--- src/btlv_pkg.sv ---
// Shared types and constants for the BER TLV header parser.
// Depends on nothing; used by every module under src.
`timescale 1ns / 1ps

package btlv_pkg;

  localparam int TAG_BITS_DEF      = 28;
  localparam int MAX_LEN_BYTES_DEF = 4;

  localparam int BYTE_W    = 8;
  localparam int KIND_W    = 2;
  localparam int CLASS_W   = 2;
  localparam int TAG_OUT_W = 28;
  localparam int LEN_W     = 32;
  localparam int ERR_W     = 2;

  // Result kinds
  localparam logic [KIND_W-1:0] KIND_HEADER = 2'd0;
  localparam logic [KIND_W-1:0] KIND_VALUE  = 2'd1;
  localparam logic [KIND_W-1:0] KIND_ERROR  = 2'd2;

  // Error codes
  localparam logic [ERR_W-1:0] ERR_RESERVED   = 2'd0;
  localparam logic [ERR_W-1:0] ERR_INDEFINITE = 2'd1;
  localparam logic [ERR_W-1:0] ERR_LEN_LONG   = 2'd2;
  localparam logic [ERR_W-1:0] ERR_TAG_OVF    = 2'd3;

  // Identifier / length octet fields
  localparam logic [4:0] TAG_ESCAPE   = 5'h1f;
  localparam logic [6:0] LEN_RESERVED = 7'h7f;

  typedef enum logic [5:0] {
    PH_IDENT   = 6'b000001,
    PH_TAG     = 6'b000010,
    PH_LEN     = 6'b000100,
    PH_LENLONG = 6'b001000,
    PH_VALUE   = 6'b010000,
    PH_DEAD    = 6'b100000
  } phase_t;

  typedef struct packed {
    logic [KIND_W-1:0]    kind;
    logic [CLASS_W-1:0]   tag_class;
    logic                 constructed;
    logic [TAG_OUT_W-1:0] tag_num;
    logic [LEN_W-1:0]     content_length;
    logic [BYTE_W-1:0]    value_byte;
    logic                 last_value;
    logic [ERR_W-1:0]     error_code;
  } result_t;

  // Parser status seen by the top level
  typedef struct packed {
    logic dead;
    logic res_valid;
  } parse_stat_t;

endpackage

--- src/btlv_in_reg.sv ---
// Input register stage of the BER TLV header parser.
// Depends on btlv_pkg.
`timescale 1ns / 1ps

module btlv_in_reg (
  input  logic                         clk,
  input  logic                         rst_n,
  input  logic                         in_valid,
  output logic                         in_stall,
  input  logic [btlv_pkg::BYTE_W-1:0]  in_byte,
  input  logic                         advance,
  output logic                         fire,
  output logic [btlv_pkg::BYTE_W-1:0]  byte_q
);

  logic                        valid_r, valid_nxt;
  logic [btlv_pkg::BYTE_W-1:0] byte_r;
  logic                        take;

  assign in_stall = valid_r && !advance;
  assign take     = in_valid && !in_stall;
  assign fire     = valid_r && advance;
  assign byte_q   = byte_r;

  always_comb begin
    valid_nxt = valid_r;
    if (take) begin
      valid_nxt = 1'b1;
    end else if (fire) begin
      valid_nxt = 1'b0;
    end
  end

  always_ff @(posedge clk) begin
    if (!rst_n) begin
      valid_r <= 1'b0;
    end else begin
      valid_r <= valid_nxt;
    end
  end

  always_ff @(posedge clk) begin
    if (take) begin
      byte_r <= in_byte;
    end
  end

endmodule

--- src/btlv_parse.sv ---
// Parse state and single-pass decode of one byte into at most one result.
// Depends on btlv_pkg.
`timescale 1ns / 1ps

module btlv_parse #(
  parameter int TAG_BITS      = btlv_pkg::TAG_BITS_DEF,
  parameter int MAX_LEN_BYTES = btlv_pkg::MAX_LEN_BYTES_DEF
) (
  input  logic                         clk,
  input  logic                         rst_n,
  input  logic                         fire,
  input  logic [btlv_pkg::BYTE_W-1:0]  byte_q,
  output btlv_pkg::result_t            result,
  output btlv_pkg::parse_stat_t        stat
);

  localparam int LCW = $clog2(MAX_LEN_BYTES + 1);

  btlv_pkg::phase_t                 phase_r, phase_nxt;
  logic [btlv_pkg::CLASS_W-1:0]     class_r, class_nxt;
  logic                             cons_r, cons_nxt;
  logic [TAG_BITS-1:0]              tag_r, tag_nxt;
  logic [btlv_pkg::LEN_W-1:0]       len_r, len_nxt;
  logic [LCW-1:0]                   lbytes_r, lbytes_nxt;
  logic [btlv_pkg::LEN_W-1:0]       vleft_r, vleft_nxt;

  logic [6:0]                       n;
  logic [btlv_pkg::LEN_W-1:0]       hdr_len;
  logic                             hdr_go;
  logic [btlv_pkg::LEN_W-1:0]       vdec;

  assign n    = byte_q[6:0];
  assign vdec = (vleft_r != '0) ? vleft_r - 1'b1 : vleft_r;

  always_comb begin
    phase_nxt  = phase_r;
    class_nxt  = class_r;
    cons_nxt   = cons_r;
    tag_nxt    = tag_r;
    len_nxt    = len_r;
    lbytes_nxt = lbytes_r;
    vleft_nxt  = vleft_r;
    result     = '0;
    stat       = '0;
    hdr_go     = 1'b0;
    hdr_len    = len_r;
    stat.dead  = (phase_r == btlv_pkg::PH_DEAD);

    case (phase_r)
      btlv_pkg::PH_IDENT: begin
        class_nxt = byte_q[7:6];
        cons_nxt  = byte_q[5];
        if (byte_q[4:0] != btlv_pkg::TAG_ESCAPE) begin
          tag_nxt   = TAG_BITS'(byte_q[4:0]);
          phase_nxt = btlv_pkg::PH_LEN;
        end else begin
          tag_nxt   = '0;
          phase_nxt = btlv_pkg::PH_TAG;
        end
      end
      btlv_pkg::PH_TAG: begin
        if (tag_r[TAG_BITS-1 -: 7] != '0) begin
          stat.res_valid    = 1'b1;
          result.kind       = btlv_pkg::KIND_ERROR;
          result.error_code = btlv_pkg::ERR_TAG_OVF;
          phase_nxt         = btlv_pkg::PH_DEAD;
        end else begin
          tag_nxt = (tag_r << 7) | TAG_BITS'(byte_q[6:0]);
          if (!byte_q[7]) begin
            phase_nxt = btlv_pkg::PH_LEN;
          end
        end
      end
      btlv_pkg::PH_LEN: begin
        if (!byte_q[7]) begin
          hdr_len = btlv_pkg::LEN_W'(byte_q);
          hdr_go  = 1'b1;
        end else if (n == btlv_pkg::LEN_RESERVED) begin
          stat.res_valid    = 1'b1;
          result.kind       = btlv_pkg::KIND_ERROR;
          result.error_code = btlv_pkg::ERR_RESERVED;
          phase_nxt         = btlv_pkg::PH_DEAD;
        end else if (n == 7'd0) begin
          stat.res_valid    = 1'b1;
          result.kind       = btlv_pkg::KIND_ERROR;
          result.error_code = btlv_pkg::ERR_INDEFINITE;
          phase_nxt         = btlv_pkg::PH_DEAD;
        end else if (n > 7'(MAX_LEN_BYTES)) begin
          stat.res_valid    = 1'b1;
          result.kind       = btlv_pkg::KIND_ERROR;
          result.error_code = btlv_pkg::ERR_LEN_LONG;
          phase_nxt         = btlv_pkg::PH_DEAD;
        end else begin
          len_nxt    = '0;
          lbytes_nxt = LCW'(n);
          phase_nxt  = btlv_pkg::PH_LENLONG;
        end
      end
      btlv_pkg::PH_LENLONG: begin
        hdr_len = {len_r[btlv_pkg::LEN_W-9:0], byte_q};
        len_nxt = hdr_len;
        if (lbytes_r != '0) begin
          lbytes_nxt = lbytes_r - 1'b1;
        end
        // Header completes once the count runs out
        if (lbytes_r <= LCW'(1)) begin
          hdr_go = 1'b1;
        end
      end
      btlv_pkg::PH_VALUE: begin
        stat.res_valid    = 1'b1;
        result.kind       = btlv_pkg::KIND_VALUE;
        result.value_byte = byte_q;
        result.last_value = (vleft_r <= btlv_pkg::LEN_W'(1));
        vleft_nxt         = vdec;
        if (vdec == '0) begin
          phase_nxt = btlv_pkg::PH_IDENT;
        end
      end
      default: begin
        phase_nxt = btlv_pkg::PH_DEAD;
      end
    endcase

    if (hdr_go) begin
      len_nxt               = hdr_len;
      stat.res_valid        = 1'b1;
      result.kind           = btlv_pkg::KIND_HEADER;
      result.tag_class      = class_r;
      result.constructed    = cons_r;
      result.tag_num        = btlv_pkg::TAG_OUT_W'(tag_r);
      result.content_length = hdr_len;
      if (cons_r || hdr_len == '0) begin
        phase_nxt = btlv_pkg::PH_IDENT;
      end else begin
        vleft_nxt = hdr_len;
        phase_nxt = btlv_pkg::PH_VALUE;
      end
    end
  end

  always_ff @(posedge clk) begin
    if (!rst_n) begin
      phase_r  <= btlv_pkg::PH_IDENT;
      class_r  <= '0;
      cons_r   <= 1'b0;
      tag_r    <= '0;
      len_r    <= '0;
      lbytes_r <= '0;
      vleft_r  <= '0;
    end else if (fire) begin
      phase_r  <= phase_nxt;
      class_r  <= class_nxt;
      cons_r   <= cons_nxt;
      tag_r    <= tag_nxt;
      len_r    <= len_nxt;
      lbytes_r <= lbytes_nxt;
      vleft_r  <= vleft_nxt;
    end
  end

endmodule

--- src/btlv_out_reg.sv ---
// Result register of the BER TLV header parser; holds a transaction under stall.
// Depends on btlv_pkg.
`timescale 1ns / 1ps

module btlv_out_reg (
  input  logic                  clk,
  input  logic                  rst_n,
  input  logic                  fire,
  input  logic                  res_valid,
  input  btlv_pkg::result_t     result,
  input  logic                  out_stall,
  output logic                  out_valid,
  output logic                  advance,
  output btlv_pkg::result_t     result_q
);

  logic              valid_r, valid_nxt;
  btlv_pkg::result_t res_r;

  // Free to load when empty or being drained this cycle
  assign advance   = !valid_r || !out_stall;
  assign out_valid = valid_r;
  assign result_q  = res_r;

  always_comb begin
    valid_nxt = valid_r;
    if (advance) begin
      valid_nxt = fire && res_valid;
    end
  end

  always_ff @(posedge clk) begin
    if (!rst_n) begin
      valid_r <= 1'b0;
    end else begin
      valid_r <= valid_nxt;
    end
  end

  always_ff @(posedge clk) begin
    if (advance) begin
      res_r <= result;
    end
  end

endmodule

--- src/ber_tlv_header_parser.sv ---
// BER TLV header parser: one byte per cycle when not stalled, at most one result per byte.
// An accepted byte goes through the input register, the decode and then the result register.
// Throughput: one byte every cycle when not stalled; decode is one pass over the phase state.
// Stall on the result side backs up through the input register to in_stall.
// Reset (rst_n low, synchronous) empties both registers and returns to expecting an
// identifier octet; after an error result the parser stays silent until reset.
`timescale 1ns / 1ps

module ber_tlv_header_parser #(
  parameter int TAG_BITS      = btlv_pkg::TAG_BITS_DEF,
  parameter int MAX_LEN_BYTES = btlv_pkg::MAX_LEN_BYTES_DEF
) (
  input  logic                            clk,
  input  logic                            rst_n,
  input  logic                            in_valid,
  output logic                            in_stall,
  input  logic [btlv_pkg::BYTE_W-1:0]     in_byte_in,
  output logic                            out_valid,
  input  logic                            out_stall,
  output logic [btlv_pkg::KIND_W-1:0]     out_kind,
  output logic [btlv_pkg::CLASS_W-1:0]    out_tag_class,
  output logic                            out_constructed,
  output logic [btlv_pkg::TAG_OUT_W-1:0]  out_tag_num,
  output logic [btlv_pkg::LEN_W-1:0]      out_content_length,
  output logic [btlv_pkg::BYTE_W-1:0]     out_value_byte,
  output logic                            out_last_value,
  output logic [btlv_pkg::ERR_W-1:0]      out_error_code
);

  logic                         advance;
  logic                         fire;
  logic [btlv_pkg::BYTE_W-1:0]  byte_q;
  btlv_pkg::result_t            result;
  btlv_pkg::result_t            result_q;
  btlv_pkg::parse_stat_t        stat;

  btlv_in_reg u_in_reg (
    .clk      (clk),
    .rst_n    (rst_n),
    .in_valid (in_valid),
    .in_stall (in_stall),
    .in_byte  (in_byte_in),
    .advance  (advance),
    .fire     (fire),
    .byte_q   (byte_q)
  );

  btlv_parse #(
    .TAG_BITS      (TAG_BITS),
    .MAX_LEN_BYTES (MAX_LEN_BYTES)
  ) u_parse (
    .clk    (clk),
    .rst_n  (rst_n),
    .fire   (fire),
    .byte_q (byte_q),
    .result (result),
    .stat   (stat)
  );

  btlv_out_reg u_out_reg (
    .clk       (clk),
    .rst_n     (rst_n),
    .fire      (fire),
    .res_valid (stat.res_valid),
    .result    (result),
    .out_stall (out_stall),
    .out_valid (out_valid),
    .advance   (advance),
    .result_q  (result_q)
  );

  assign out_kind           = result_q.kind;
  assign out_tag_class      = result_q.tag_class;
  assign out_constructed    = result_q.constructed;
  assign out_tag_num        = result_q.tag_num;
  assign out_content_length = result_q.content_length;
  assign out_value_byte     = result_q.value_byte;
  assign out_last_value     = result_q.last_value;
  assign out_error_code     = result_q.error_code;

  // Nothing follows a delivered error transaction
  a_error_final: assert property (@(posedge clk) disable iff (!rst_n)
    out_valid && !out_stall && out_kind == btlv_pkg::KIND_ERROR |=> !out_valid)
    else $error("result delivered after error");

  // A byte consumed in the dead phase produces nothing
  a_dead_silent: assert property (@(posedge clk) disable iff (!rst_n)
    stat.dead && fire |=> !out_valid)
    else $error("result produced in dead phase");

  // A stalled output keeps the input side from consuming
  a_stall_chain: assert property (@(posedge clk) disable iff (!rst_n)
    out_valid && out_stall |-> !fire)
    else $error("byte consumed while result stalled");

endmodule

--- config.mk ---
export PLATFORM = sky130hd
export DESIGN_NAME = ber_tlv_header_parser
export DESIGN_NICKNAME = d
export VERILOG_FILES = /design/src/btlv_pkg.sv /design/src/btlv_in_reg.sv /design/src/btlv_parse.sv /design/src/btlv_out_reg.sv /design/src/ber_tlv_header_parser.sv
export SDC_FILE = /design/constraint.sdc
export NUM_CORES = 1
export LEC_CHECK = 0
export ABC_CLOCK_PERIOD_IN_PS = 4800
export BUFFER_PORTS_ARGS = -buffer_cell sky130_fd_sc_hd__buf_2
export CAP_MARGIN = 5
export CORE_MARGIN = 1
export CORE_UTILIZATION = 40
export DETAILED_ROUTE_END_ITERATION = 12
export GPL_ROUTABILITY_DRIVEN = 0
export PLACE_DENSITY = 0.68
export SETUP_SLACK_MARGIN = 0.5
export SYNTH_ARGS = -nofsm -noshare
export SYNTH_HDL_FRONTEND = slang
export SYNTH_SLANG_ARGS = --single-unit
--- constraint.sdc ---
create_clock -name clk -period 4.8 [get_ports clk]
set_clock_uncertainty 0.1 [all_clocks]
set_input_delay 0.24 -clock clk [delete_from_list [all_inputs] [get_ports clk]]
set_output_delay 0.24 -clock clk [all_outputs]
set_load 0.05 [all_outputs]
==> results.py, run 1 <==
metrics = {
    "global_route": {
        "grt_overflow": 0,
        "grt_max_degree": 78,
        "grt_util_all_layers_pct": 21.2,
        "antenna_found_initial": 0,
        "grt_pass1_vias": 6994,
        "grt_first_pass_wirelength_um": 38900,
    },
    "detailed_routing": {
        "first_pass_iters": 8,
        "drc": 0,
        "vias": 7797,
        "via_per_inst": 5.96,
        "antenna_left": 0,
        "wl_per_cell_um": 18.7,
        "initialDrtViolationCount": 897,
        "drt_wl_total_um": 24500,
    },
    "sta": {
        "max_slew_margin_pct": 27.9,
        "setup_viol": 0,
        "layout_min_cycle_time_ns": 3.86,
        "hold_viol": 0,
        "maxSlewViolCount": 0,
        "rsz0062_at_grt": "false",
        "max_clock_freq_mhz": 259,
        "fin_setup_tns_ns": 0,
        "fin_crit_sh_pct": 80.5,
        "tightest_slew_ns": 1.08,
    },
    "cells_and_area": {
        "final_common_cell": "dfxtp_1",
        "syn_to_final_growth_pct": 14.9,
        "insertedDiodeCount": 0,
        "layout.nets": 1034,
        "fin_cells": 1309,
        "final_util_pct": 47.1,
        "final_cell_mix": "dfxtp_1 (106), nor2_1 (99), buf_2 (89), edfxtp_1 (84), nand2_1 (77)",
        "layout-drive-gt1-share_pct": 14.9,
    },
    "clocking": {
        "cts_tree": "done",
        "clkLatencyLatePin_ns": 0.44,
        "cts_max_level": 4,
        "clock_path_buffers": 2,
        "path_clk_slew_ns": 0.08,
        "numCtsBuffers": 17,
        "root_buffer": "clkbuf_16",
        "cts.sinks": 190,
        "cts_setup_buffers": 0,
    },
    "placement": {
        "portBuffers": 89,
        "hpwl_um": 16800,
        "placed_cells": 1268,
    },
    "synthesis": {
        "synthCells": 959,
        "synthArstFlopShare_pct": 0,
        "yosys_warnings": 0,
        "yosysSeqAreaShare_pct": 51.7,
        "syn_area_sq_um": 8980,
        "synth_edf_count": 84,
        "synth.distinct_cells": 69,
        "synth_ff_type": "dfxtp_1",
        "syn_avg_cell_area_sq_um": 9.37,
        "synth.net_count": 977,
        "synth.ff_latch_count": 190,
    },
    "min_path": {
        "min_path_cells": 4,
        "hp-class": "input pin to flip-flop",
        "hold_path_startpoint": "out_stall",
    },
    "power": {
        "peakVddDrop_uv": 219,
        "switching_power_w": 0.000876,
        "p_int_w": 0.00249,
        "pwr-share-comb_pct": 6.0,
        "pwr_density_cell_nw_per_um2": 326,
        "fin_total_pwr_w": 0.00337,
        "p_leak_nw": 3.97,
        "clkPwrFrac_pct": 42.6,
        "p_sw_share_pct": 26.0,
        "p_seq_share_pct": 51.4,
    },
    "setup_path": {
        "reg2regPathDepth": 9,
        "cp_max_fo": 30,
        "crit_path_end": "u_parse.vleft_r[11]",
        "r2r_slack_ns": 0.94,
        "cp-start-kind": "flip-flop",
        "r2r-start": "u_parse.phase_r[3]",
        "worstSetupStartpoint": "u_parse.phase_r[3]",
        "end_kind": "flip-flop",
        "cp.required_ns": 5.02,
        "cp_data_arrival_time_ns": 4.09,
        "crit_type": "flip-flop to flip-flop",
        "reg2reg_to": "u_parse.vleft_r[11]",
    },
    "floorplan": {
        "initial_core_util_pct": 41.0,
        "die_area_sq_um": 23100,
        "die_y_um": 152,
        "die_width_um": 152,
        "num_rows": 54,
        "core_sq_um": 21900,
        "pin_count": 90,
    },
    "run_status": {
        "status": "finished clean",
    },
    "job": {
        "maxCapViolCount": 0,
    },
}
==> power by group through the flow <==
| stage | Sequential, W | Combinational, W | Clock, W |
|---|---|---|---|
| global route | 0.00173 | 0.000219 | 0.00151 |
| floorplan | 0.00177 | 0.000138 | 0 |
| finish | 0.00173 | 0.000203 | 0.00143 |
| global placement | 0.00176 | 0.000191 | 0 |
| CTS | 0.00173 | 0.000200 | 0.00145 |
| detailed placement | 0.00177 | 0.000194 | 0 |
==> cells by family after synthesis <==
family	Yosys count	share of synthesized area (%)
xor+xnor	5	0.488
buf+inv	92	4.03
flops	190	51.7
compound gates	238	18.0
mux	13	1.45
simple gates	415	23.5
fa+ha+maj	6	0.836
==> how the worst min path moves through the flow <==
| stage | endpoint | slack, ns |
|---|---|---|
| finish | u_in_reg.valid_r | 0.16 |
| global placement | u_in_reg.byte_q[2] | 0.32 |
| global route | u_in_reg.valid_r | 0.21 |
| detailed placement | u_in_reg.byte_q[1] | 0.32 |
| floorplan | u_in_reg.byte_q[0] | 0.24 |
| CTS | u_in_reg.valid_r | 0.16 |
==> worst max-delay path, stage by stage (launching register included) <==
cell,delay (ns)
dfxtp_1,0.78
nand2b_1,0.38
nor2_4,0.52
buf_4,0.36
a22oi_1,0.18
o21ai_0,0.14
nand4b_1,0.17
o211a_2,0.64
a211oi_1,0.09
a2111oi_1,0.39
==> sequential cells by signal (all words and copies together) (netlist names), 2 cells and up <==
| register | count |
|---|---|
| u_in_reg.byte_q | 8 |
| u_out_reg.result_q | 76 |
| u_parse.class_r | 2 |
| u_parse.lbytes_r | 3 |
| u_parse.len_r | 32 |
| u_parse.phase_r | 6 |
| u_parse.tag_r | 28 |
| u_parse.vleft_r | 32 |
==> cell type report <==
| class | count | area, sq um |
|---|---|---|
| Tap cell | 280 | 350 |
| Clock inverter | 14 | 164 |
| Sequential cell | 190 | 4640 |
| Clock buffer | 18 | 450 |
| Timing Repair Buffer | 114 | 656 |
| Inverter | 16 | 60.1 |
| Fill cell | 2079 | 11600 |
| Multi-Input combinational cell | 677 | 3990 |
==> layer usage <==
layer,vias up,global-route usage [%],routed length (um)
met4,0,8.00,604
met3,43,3.45,1990
met1,3699,29.9,10900
met2,381,32.5,11100
li1,3674,-,-
met5,-,0,0
==> synth_stat cells (11+ instances only) <==
cell | count | area share [%]
a211oi_1 | 16 | 1.3
a21oi_1 | 66 | 3.7
a22oi_1 | 36 | 3.0
and2_1 | 53 | 3.7
clkbuf_1 | 66 | 2.8
dfxtp_1 | 106 | 24
edfxtp_1 | 84 | 28
inv_1 | 16 | 0.67
mux2i_1 | 13 | 1.4
nand2_1 | 78 | 3.3
nand3_1 | 44 | 2.5
nand4_1 | 13 | 0.91
nor2_1 | 99 | 4.1
nor3_1 | 44 | 2.5
nor4_1 | 23 | 1.6
o21ai_0 | 33 | 1.8
or3_1 | 11 | 0.77
==> stage by stage <==
step	setup slack, ns	hold slack [ns]	instance area, sq um
floorplan	0.832	0.239	8980
global placement	0.976	0.319	9610
detailed placement	0.793	0.319	9610
CTS	0.788	0.158	10300
global route	0.682	0.214	10300
finish	0.937	0.159	10300
==> repair_timing <==
action                                  4_1_cts  5_1_grt
hold buffers                                  9        0
gates resized for setup                       0        2
endpoints found under the hold margin         9        0
endpoints found under the setup margin        0        4
No activity file was read; power rests on OpenSTA's default activity.
==> run 2: changes to the inputs <==
--- a/config.mk
+++ b/config.mk
@@ -5,7 +5,7 @@
 export SDC_FILE = /design/constraint.sdc
 export NUM_CORES = 1
 export LEC_CHECK = 0
-export ABC_CLOCK_PERIOD_IN_PS = 4800
+export ABC_CLOCK_PERIOD_IN_PS = 3600
 export BUFFER_PORTS_ARGS = -buffer_cell sky130_fd_sc_hd__buf_2
 export CAP_MARGIN = 5
 export CORE_MARGIN = 1
==> constraint.sdc (replaced) <==
create_clock -name clk -period 3.6 [get_ports clk]
set_clock_uncertainty 0.1 [all_clocks]
set_input_delay 0.18 -clock clk [delete_from_list [all_inputs] [get_ports clk]]
set_output_delay 0.18 -clock clk [all_outputs]
set_load 0.05 [all_outputs]
==> results.py, run 2 (synthesized netlist as in run 1, its figures left out) <==
metrics = {
    "cells_and_area": {
        "largest_register_ffs": 76,
        "fillers": 2010,
        "syn_to_final_growth_pct": 19.6,
        "layout.nets": 1067,
        "insertedDiodeCount": 0,
        "layout-drive-gt1-share_pct": 19.5,
        "fin_cells": 1342,
        "final_common_cell": "dfxtp_1",
        "final_cell_mix": "dfxtp_1 (103), nor2_1 (97), buf_2 (89), edfxtp_1 (84), nand2_1 (77)",
    },
    "floorplan": {
        "die_width_um": 152,
        "die_area_sq_um": 23100,
        "initial_core_util_pct": 41.0,
        "core_sq_um": 21900,
        "pin_count": 90,
        "num_rows": 54,
        "die_y_um": 152,
    },
    "clocking": {
        "clkLatencyLatePin_ns": 0.45,
        "clock_path_buffers": 2,
        "cts_max_level": 4,
        "path_clk_slew_ns": 0.08,
        "cts.sinks": 190,
        "numCtsBuffers": 17,
        "root_buffer": "clkbuf_16",
        "cts_tree": "done",
    },
    "setup_path": {
        "reg2reg_to": "u_parse.vleft_r[25]",
        "cp_data_arrival_time_ns": 3.26,
        "crit_type": "flip-flop to flip-flop",
        "end_kind": "flip-flop",
        "r2r-start": "u_parse.phase_r[0]",
        "cp.required_ns": 3.81,
        "reg2regPathDepth": 10,
        "cp-start-kind": "flip-flop",
        "cp_max_fo": 15,
        "r2r_slack_ns": 0.55,
        "worstSetupStartpoint": "u_parse.phase_r[0]",
    },
    "sta": {
        "maxSlewViolCount": 0,
        "setup_viol": 0,
        "hold_viol": 0,
        "tightest_slew_ns": 0.823,
        "max_slew_margin_pct": 45.2,
        "fin_crit_sh_pct": 84.8,
        "rsz0062_at_grt": "true",
        "max_clock_freq_mhz": 328,
        "fin_setup_tns_ns": 0,
        "layout_min_cycle_time_ns": 3.05,
    },
    "detailed_routing": {
        "via_per_inst": 6.11,
        "drt_wl_total_um": 26000,
        "drc": 0,
        "antenna_left": 0,
        "initialDrtViolationCount": 976,
        "first_pass_iters": 7,
        "vias": 8201,
        "wl_per_cell_um": 19.4,
    },
    "power": {
        "pwr_density_cell_nw_per_um2": 426,
        "peakVddDrop_uv": 252,
        "p_leak_nw": 4.20,
    },
    "min_path": {
        "hp-class": "input pin to flip-flop",
        "min_path_cells": 2,
        "hold_path_end": "u_out_reg.result_q[25]",
        "hold_path_startpoint": "out_stall",
    },
    "global_route": {
        "grt_first_pass_wirelength_um": 40600,
        "grt_max_degree": 67,
        "grt_pass1_vias": 7393,
        "grt_overflow": 0,
        "grt_util_all_layers_pct": 22.0,
        "antenna_found_initial": 0,
    },
    "placement": {
        "hpwl_um": 17400,
        "portBuffers": 89,
        "placed_cells": 1291,
    },
    "run_status": {
        "status": "finished clean",
    },
    "job": {
        "maxCapViolCount": 0,
    },
}
-- run 2: worst max-delay path by stage --
| stage | end | slack (ns) |
|---|---|---|
| 6_report | u_parse.vleft_r[25] | 0.55 |
| 5_1_grt | u_parse.vleft_r[25] | 0.46 |
| 4_1_cts | u_parse.vleft_r[17] | 0.50 |
| 3_5_place_dp | u_parse.vleft_r[17] | 0.46 |
| 3_3_place_gp | u_parse.vleft_r[25] | 0.54 |
| 2_1_floorplan | u_parse.vleft_r[25] | 0.72 |
-- run 2: layout make-up --
| type | instances | area [sq um] | area share [%] |
|---|---|---|---|
| clock buffers | 17 | 425 | 3.96 |
| clock inverters | 15 | 196 | 1.83 |
| inverters | 16 | 60.1 | 0.559 |
| multi-input cells | 678 | 4120 | 38.3 |
| flip-flops and latches | 190 | 4650 | 43.3 |
| well taps | 280 | 350 | 3.26 |
| repair buffers | 146 | 941 | 8.76 |
-- run 2: through the flow --
step	hold WS (ns)	total power (W)	area (sq um)	setup WS [ns]	utilization, %
floorplan	0.179	0.00254	8990	0.724	-
global placement	0.258	0.00262	9800	0.543	44.8
detailed placement	0.259	0.00263	9800	0.460	44.8
CTS	0.110	0.00457	10500	0.499	48.1
global route	0.121	0.00470	10700	0.462	49.1
finish	0.107	0.00457	10700	0.547	49.1
-- run 2: power breakdown --
| part | switching [W] | total [W] | leakage [nW] | internal [W] |
|---|---|---|---|---|
| Clock | 0.000985 | 0.00195 | 0.301 | 0.000961 |
| Sequential | 0.0000396 | 0.00230 | 1.87 | 0.00226 |
| Combinational | 0.000218 | 0.000325 | 2.03 | 0.000106 |
-- run 2: repair_timing --
item | CTS | global route
gates cloned | 1 | 1
endpoints found under the setup margin | 6 | 37
pin swaps | 1 | 7
endpoints found under the hold margin | 9 | 0
setup buffers | 0 | 8
resized for setup | 2 | 31
hold buffers | 9 | 0
-- run 2: critical path, stage by stage (launching register included) --
cell and delay (ns):
dfxtp_4 0.37, or4_4 0.62, buf_6 0.18, o21ai_0 0.17, a211o_1 0.32, o2111a_1 0.25, nand2_1 0.10, o211a_4 0.30
buf_12 0.16, a311oi_2 0.26, a2111oi_2 0.07
-- run 2: metal layers --
| layer | GRT usage, % | wire length (um) | vias to the layer above |
|---|---|---|---|
| li1 | - | - | 3758 |
| met1 | 30.2 | 11100 | 3885 |
| met2 | 33.0 | 11500 | 459 |
| met3 | 5.48 | 2400 | 99 |
| met4 | 9.24 | 1020 | 0 |
| met5 | 0 | 0 | - |
